==> src/rtl/core/esa_pkg.sv <==
// shared types and constants of the emergency source aggregator
package esa_pkg;

	localparam int ACT_W         = 2;
	localparam int NODE_W        = 3;
	localparam int SRC_W         = 8;
	localparam int OUT_CNT_W     = 4;
	localparam int BITS_PER_BYTE = 8;

	localparam logic [ACT_W-1:0] ACT_RAISE = 2'd0;
	localparam logic [ACT_W-1:0] ACT_SOLVE = 2'd1;

	typedef struct packed {
		logic                 error;
		logic                 node_active;
		logic                 any_active;
		logic                 safety_line;
		logic [OUT_CNT_W-1:0] active_node_count;
	} result_t;

endpackage

==> src/rtl/core/esa_ram.sv <==
// generic single-port-write, registered-read ram
module esa_ram #(
	parameter int WIDTH = 8,
	parameter int DEPTH = 8,
	localparam int AW = (DEPTH > 1) ? $clog2(DEPTH) : 1
) (
	input  logic             clk,
	input  logic             we,
	input  logic [AW-1:0]    waddr,
	input  logic [WIDTH-1:0] wdata,
	input  logic             re,
	input  logic [AW-1:0]    raddr,
	output logic [WIDTH-1:0] rdata
);

	logic [WIDTH-1:0] mem_q [DEPTH];

	always_ff @(posedge clk) begin
		if (we) begin
			mem_q[waddr] <= wdata;
		end
		if (re) begin
			rdata <= mem_q[raddr];
		end
	end

endmodule

==> src/rtl/core/esa_update.sv <==
// modify step: applies raise or solve to one node word and the global count
module esa_update #(
	parameter int NODES = 8,
	parameter int SOURCE_BYTES = 8,
	localparam int BW = SOURCE_BYTES * esa_pkg::BITS_PER_BYTE,
	localparam int CW = $clog2(BW + 1),
	localparam int GW = $clog2(NODES + 1)
) (
	input  logic [esa_pkg::ACT_W-1:0] action,
	input  logic                      node_ok,
	input  logic [esa_pkg::SRC_W-1:0] source_id,
	input  logic [CW+BW-1:0]          word,
	input  logic [GW-1:0]             g,
	output logic [CW+BW-1:0]          word_nxt,
	output logic                      wr,
	output logic [GW-1:0]             g_nxt,
	output esa_pkg::result_t          res
);
	import esa_pkg::*;

	localparam int SBW = $clog2(BW);

	logic [BW-1:0]  bm;
	logic [CW-1:0]  cnt;
	logic [CW-1:0]  cnt_nxt;
	logic [BW-1:0]  onehot;
	logic [SBW-1:0] bidx;
	logic           src_ok;
	logic           is_mod;
	logic           bit_set;
	logic           do_set;
	logic           do_clr;
	logic           node_act;

	always_comb begin
		bm      = word[BW-1:0];
		cnt     = word[BW +: CW];
		bidx    = SBW'(source_id);
		onehot  = {{(BW-1){1'b0}}, 1'b1} << bidx;
		src_ok  = 32'(source_id) < BW;
		is_mod  = (action == ACT_RAISE) || (action == ACT_SOLVE);
		bit_set = src_ok && ((bm & onehot) != '0);
		do_set  = node_ok && src_ok && (action == ACT_RAISE) && !bit_set;
		do_clr  = node_ok && src_ok && (action == ACT_SOLVE) && bit_set;

		cnt_nxt  = cnt;
		word_nxt = word;
		g_nxt    = g;
		if (do_set) begin
			cnt_nxt  = cnt + CW'(1);
			word_nxt = {cnt_nxt, bm | onehot};
			// idle to active
			if (cnt == '0) begin
				g_nxt = g + GW'(1);
			end
		end else if (do_clr) begin
			cnt_nxt  = cnt - CW'(1);
			word_nxt = {cnt_nxt, bm & ~onehot};
			// active to idle
			if (cnt == CW'(1) && g != '0) begin
				g_nxt = g - GW'(1);
			end
		end
		wr       = do_set || do_clr;
		node_act = node_ok && (cnt_nxt != '0);

		res.error             = node_ok && is_mod && !src_ok;
		res.node_active       = node_act;
		res.any_active        = node_act || (g_nxt != '0);
		res.safety_line       = (g_nxt == '0);
		res.active_node_count = OUT_CNT_W'(g_nxt);
	end

endmodule

==> src/rtl/core/emergency_source_aggregator.sv <==
// top level of the emergency source aggregator
// usage:
//   input channel (in_valid/in_ready) carries action, node_index, source_id;
//   action 0 raises a source, 1 solves it, anything else queries the node.
//   output channel (out_valid/out_ready) returns one result per transaction:
//   error, node_active, any_active, safety_line and active_node_count,
//   all reflecting the state after the update.
// timing:
//   each node's bitmap and source count live in one ram word read at accept;
//   the word comes back from the registered ram read, is modified and
//   written back in the same cycle the result is loaded. in_ready is low
//   while an item waits in the modify stage, so no new transaction is taken
//   before it fires; out_valid is set when the modify stage fires.
// stall: the result register holds while out_ready is low; a further item
//   may be accepted meanwhile and waits in the modify stage.
// reset: arst_n clears the global count, per-node valid bits and handshake
//   state; a node never written since reset reads as all clear.
module emergency_source_aggregator #(
	parameter int NODES = 8,
	parameter int SOURCE_BYTES = 8
) (
	input  logic                          clk,
	input  logic                          arst_n,
	input  logic                          in_valid,
	output logic                          in_ready,
	input  logic [esa_pkg::ACT_W-1:0]     action,
	input  logic [esa_pkg::NODE_W-1:0]    node_index,
	input  logic [esa_pkg::SRC_W-1:0]     source_id,
	output logic                          out_valid,
	input  logic                          out_ready,
	output logic                          error,
	output logic                          node_active,
	output logic                          any_active,
	output logic                          safety_line,
	output logic [esa_pkg::OUT_CNT_W-1:0] active_node_count
);
	import esa_pkg::*;

	localparam int BW = SOURCE_BYTES * BITS_PER_BYTE;
	localparam int CW = $clog2(BW + 1);
	localparam int GW = $clog2(NODES + 1);
	localparam int AW = (NODES > 1) ? $clog2(NODES) : 1;

	logic                  busy_s1;
	logic [ACT_W-1:0]      action_s1;
	logic [NODE_W-1:0]     node_s1;
	logic [SRC_W-1:0]      src_s1;
	logic                  out_valid_q;
	result_t               res_q;
	logic [GW-1:0]         g_q;
	logic [NODES-1:0]      vld_q;

	logic                  in_fire;
	logic                  fire_s1;
	logic                  node_ok;
	logic [AW-1:0]         addr_s1;
	logic [CW+BW-1:0]      rdata;
	logic [CW+BW-1:0]      word;
	logic [CW+BW-1:0]      word_nxt;
	logic                  wr;
	logic [GW-1:0]         g_nxt;
	result_t               res;

	assign in_ready = !busy_s1;
	assign in_fire  = in_valid && in_ready;
	assign fire_s1  = busy_s1 && (!out_valid_q || out_ready);
	assign node_ok  = 32'(node_s1) < NODES;
	assign addr_s1  = AW'(node_s1);
	// untouched entries read as empty
	assign word     = (node_ok && vld_q[addr_s1]) ? rdata : '0;

	esa_ram #(
		.WIDTH(CW + BW),
		.DEPTH(NODES)
	) u_ram (
		.clk  (clk),
		.we   (fire_s1 && wr),
		.waddr(addr_s1),
		.wdata(word_nxt),
		.re   (in_fire),
		.raddr(AW'(node_index)),
		.rdata(rdata)
	);

	esa_update #(
		.NODES       (NODES),
		.SOURCE_BYTES(SOURCE_BYTES)
	) u_update (
		.action   (action_s1),
		.node_ok  (node_ok),
		.source_id(src_s1),
		.word     (word),
		.g        (g_q),
		.word_nxt (word_nxt),
		.wr       (wr),
		.g_nxt    (g_nxt),
		.res      (res)
	);

	always_ff @(posedge clk or negedge arst_n) begin
		if (!arst_n) begin
			busy_s1     <= 1'b0;
			out_valid_q <= 1'b0;
			g_q         <= '0;
			vld_q       <= '0;
		end else begin
			if (in_fire) begin
				busy_s1 <= 1'b1;
			end else if (fire_s1) begin
				busy_s1 <= 1'b0;
			end
			if (fire_s1) begin
				out_valid_q <= 1'b1;
				g_q         <= g_nxt;
				if (wr) begin
					vld_q[addr_s1] <= 1'b1;
				end
			end else if (out_ready) begin
				out_valid_q <= 1'b0;
			end
		end
	end

	always_ff @(posedge clk) begin
		if (in_fire) begin
			action_s1 <= action;
			node_s1   <= node_index;
			src_s1    <= source_id;
		end
		if (fire_s1) begin
			res_q <= res;
		end
	end

	assign out_valid         = out_valid_q;
	assign error             = res_q.error;
	assign node_active       = res_q.node_active;
	assign any_active        = res_q.any_active;
	assign safety_line       = res_q.safety_line;
	assign active_node_count = res_q.active_node_count;

`ifndef ASSERT_OFF
	a_g_bound: assert property (@(posedge clk) disable iff (!arst_n)
		32'(g_q) <= NODES)
		else $error("global node count above node total");

	a_g_vs_vld: assert property (@(posedge clk) disable iff (!arst_n)
		$countones(vld_q) >= 32'(g_q))
		else $error("active node never written");

	a_accept_busy: assert property (@(posedge clk) disable iff (!arst_n)
		in_fire |=> busy_s1 && !in_ready)
		else $error("accepted transaction not held in modify stage");

	a_hold_s1: assert property (@(posedge clk) disable iff (!arst_n)
		busy_s1 && !fire_s1 |=> busy_s1 && $stable(action_s1) && $stable(node_s1))
		else $error("stalled modify stage lost its transaction");
`endif

endmodule
==> config.mk <==
export PLATFORM = sky130hd
export DESIGN_NAME = emergency_source_aggregator
export DESIGN_NICKNAME = d
export VERILOG_FILES = /design/src/rtl/core/esa_pkg.sv /design/src/rtl/core/esa_ram.sv /design/src/rtl/core/esa_update.sv /design/src/rtl/core/emergency_source_aggregator.sv
export SDC_FILE = /design/constraint.sdc
export NUM_CORES = 1
export LEC_CHECK = 0
export BUFFER_PORTS_ARGS = -buffer_cell sky130_fd_sc_hd__buf_2
export CAP_MARGIN = 5
export CORE_ASPECT_RATIO = 0.5
export CORE_MARGIN = 4
export CORE_UTILIZATION = 39
export CTS_BUF_LIST = sky130_fd_sc_hd__clkbuf_16
export DETAILED_ROUTE_END_ITERATION = 8
export PLACE_DENSITY_LB_ADDON = 0.08
export SYNTH_ARGS = -nofsm -noshare
export SYNTH_HDL_FRONTEND = slang
export SYNTH_SLANG_ARGS = --single-unit
export TNS_END_PERCENT = 5
==> constraint.sdc <==
create_clock -name clk -period 9.39 [get_ports clk]
set_input_delay 0.939 -clock clk [delete_from_list [all_inputs] [get_ports clk]]
set_output_delay 0.939 -clock clk [all_outputs]
set_load 0.03 [all_outputs]
==> qor.yml <==
outcome: "finished, final reports clean"
cp_max_fo: 51
tns_ps: 0
tritoncts: "done"
dr.pass1.iters: 7
p_seq_frac: 0.527
wl_per_cell_um: 27.3
skew_ps: 17.8
fin_crit_ps: 6220
n_antenna_cell: 0
crit_arrival_ps: 6460
ys_ff_latch: 674
die_w_um: 383
crit_type: "register to register"
grt_start_max_net_pins: 78
ys.flop_type: "edfxtp_1"
p_leak_nw: 9.55
swShare: 0.263
grt.total_usage: 0.178
path_common_cell: "or3_1"
switchingPower_w: 0.00190
ctsHtreeMaxLevel: 2
cts_root_buffer: "clkbuf_16"
vias_per_cell: 5.71
syn_avg_cell_area_um2: 19.4
fin_hold_ws_ps: 195
cts.sinks: 674
power_frac_clock: 0.343
insertion_delay_ps: 630
power_density_mw_per_mm2: 236
dp_hpwl_um: 38200
min_path_type: "primary input to async pin"
hold_viol_final: 0
coreArea_mm2: 0.0693
clkSlewWorstSetupHoldPaths_ps: 70
path_cells: "nand4bb_1 > o21ai_1 > or4_1 > o211a_2 > or3_1 > a21boi_4 > nor2_2 > or3_1 > nor2_4 > buf_4"
io_pins: 27
post_cts_buffers: 0
syn_inst: 1414
ir_worst_vdd_v: 0.000165
drv_cap: 0
critPathMaxStageDelay_ps: 1020
die_area_mm2: 0.0747
yosysWarnings: 0
place_congestion: 0.859
start_kind: "register"
grt-ovfl-total: 0
post-route-period-util: 0.662
comb_power_share: 0.130
fin_cells: 2439
crit_slowest_cell: "edfxtp_1"
dpl.cell_count: 2329
p_int_w: 0.00532
yosysSeqAreaShare: 0.737
chipHeight_um: 195
worst_setup_path_end_kind: "register"
worstMarginPinSlew_ps: 1330
synth_cell_type_count: 77
grt_first_pass_wirelength_um: 97400
cts_buffer_depth: 3
synthToLayoutAreaGrowth_pct: 11.7
critical_path.top_delay_family: "simple AND/OR/NAND/NOR gates"
hold_buffers: 0
post-route-util: 0.441
ant_nets: 0
num-nets-final: 1469
cp.required_ps: 9630
slew_headroom: 0.104
async_reset_ff_frac: 0.0208
grt_pass1_vias: 14292
cts_buffers: 60
cts-resized-gates: 0
netlist_area_mm2: 0.0274
num_vias: 13936
slew_viol_final: 0
drt-total-wl_um: 66500
synth_nets: 1437
rows: 68
drive_gt1_frac: 0.266
io_buffers: 26
drc: 0
grt_antenna_before_repair: 0
rsz0062_at_grt: "false"
critical_path_buf_inv_count: 1
drt_first_iter_violations: 1444
clock.fmax_mhz: 161
initial_core_util: 0.395
setup_violations: 0
synth-edff-count: 660
cell type report:
class,instances,area [um^2]
multi-input combinational,639,6810
clock buffer,61,1530
clock inverter,49,437
tap,945,1180
fill,5976,38700
inverter,16,60.1
sequential,674,20200
timing repair buffer,55,379
state kept, by name, indices dropped and copies added (netlist names), 2 cells and up:
signal             flops
action_s1              2
active_node_count      4
addr_s1                3
g_q                    4
src_s1                 8
u_ram.mem_q          568
u_ram.rdata           71
vld_q                  8
power groups by stage:
| stage | clock network (W) | logic, W | registers (W) |
|---|---|---|---|
| final | 0.00247 | 0.000936 | 0.00381 |
| after global routing | 0.00267 | 0.00102 | 0.00382 |
| after CTS | 0.00255 | 0.000943 | 0.00380 |
| after detailed placement | 0 | 0.000940 | 0.00387 |
| after global placement | 0 | 0.000914 | 0.00387 |
| after floorplan | 0 | 0.000621 | 0.00382 |
final timing paths:
check                           from            endpoint  slack, ps  depth (start not counted)
setup reg to reg           src_s1[3]  u_ram.mem_q[4][32]       3170                         10
min in group clk            vld_q[6]            vld_q[6]        470                          1
hold reg to reg             vld_q[6]            vld_q[6]        470                          1
setup / recovery           src_s1[3]  u_ram.mem_q[4][32]       3170                         10
hold / removal                arst_n             busy_s1        200                          1
max in group asynchronous     arst_n            vld_q[2]       8940                          1
routing by layer:
| layer | track usage | share of wire | up-vias |
|---|---|---|---|
| met3 | 0.0341 | 0.062 | 87 |
| li1 | - | - | 5916 |
| met2 | 0.269 | 0.44 | 417 |
| met4 | 0.0417 | 0.018 | 0 |
| met1 | 0.268 | 0.47 | 7516 |
| met5 | 0 | 0 | - |
kinds of logic (layout without fill, tap and decap cells):
family	Yosys count	after routing	synth area share
fa+ha+maj	6	6	0.00274
compound gates	180	180	0.0467
mux	227	227	0.152
buf+inv	101	181	0.0165
flops	674	674	0.737
xor+xnor	5	5	0.00160
simple gates	221	221	0.0430
Yosys cell counts, types with 3 or more instances:
cell type | instances | share of area
edfxtp_1 | 660 | 0.72
mux4_2 | 144 | 0.12
mux2_2 | 76 | 0.031
nand2_1 | 61 | 0.0084
nor2_1 | 51 | 0.0070
o21ai_0 | 48 | 0.0088
clkbuf_1 | 47 | 0.0064
o211ai_1 | 45 | 0.012
o22ai_1 | 25 | 0.0057
buf_1 | 19 | 0.0026
inv_1 | 16 | 0.0022
dfrtp_1 | 14 | 0.013
nand3b_1 | 12 | 0.0033
buf_2 | 11 | 0.0020
nand3_1 | 11 | 0.0020
a21oi_1 | 9 | 0.0016
and3_1 | 8 | 0.0018
nor4_1 | 8 | 0.0018
mux2i_1 | 7 | 0.0026
nand2b_1 | 7 | 0.0016
nand4_1 | 7 | 0.0016
nor3_1 | 7 | 0.0013
ha_1 | 6 | 0.0027
nor2b_1 | 6 | 0.0014
a31oi_1 | 5 | 0.0011
nand4b_1 | 5 | 0.0016
nor3b_1 | 5 | 0.0014
or2_2 | 5 | 0.0011
or3_1 | 5 | 0.0011
buf_6 | 4 | 0.0016
a2111oi_0 | 3 | 0.00096
a211oi_1 | 3 | 0.00082
a32oi_1 | 3 | 0.00096
buf_4 | 3 | 0.00082
nand4bb_1 | 3 | 0.0012
o21bai_2 | 3 | 0.0012
o2bb2ai_1 | 3 | 0.00096
o32ai_1 | 3 | 0.00096
or3b_2 | 3 | 0.00096
or4_1 | 3 | 0.00082
xnor2_1 | 3 | 0.00096
layout by cell type, fill, tap and decap left out, types with 4 or more instances in the layout:
master      instances
a21oi_1             9
nand2_1            61
inv_1              22
clkinv_1           13
mux4_2            144
and3_1              8
dfrtp_1            14
nand3_1            11
bufinv_16           7
or2_2               5
nand4_1             7
nand4b_1            5
clkinv_2           13
o22ai_1            25
ha_1                6
nand3b_1           12
nor3_1              6
nor3b_1             5
o211ai_1           45
buf_4              29
nand2b_1            7
buf_2              23
or3_1               5
nor2_4              6
o21ai_0            48
clkbuf_16          61
nor2_1             45
a31oi_1             5
mux2i_1             7
nor2b_1             5
clkinvlp_4          4
nor4_1              8
mux2_2             76
edfxtp_1          660
stage by stage:
| step | power [W] | cell area (um^2) | worst slack, ps |
|---|---|---|---|
| 6_report | 0.00721 | 30600 | 3170 |
| 5_1_grt | 0.00751 | 30600 | 2840 |
| 4_1_cts | 0.00729 | 30600 | 3160 |
| 3_5_place_dp | 0.00481 | 28600 | 3200 |
| 3_3_place_gp | 0.00478 | 28600 | 3310 |
| 2_1_floorplan | 0.00444 | 27400 | 1460 |
No activity file was read; power rests on OpenSTA's default activity.
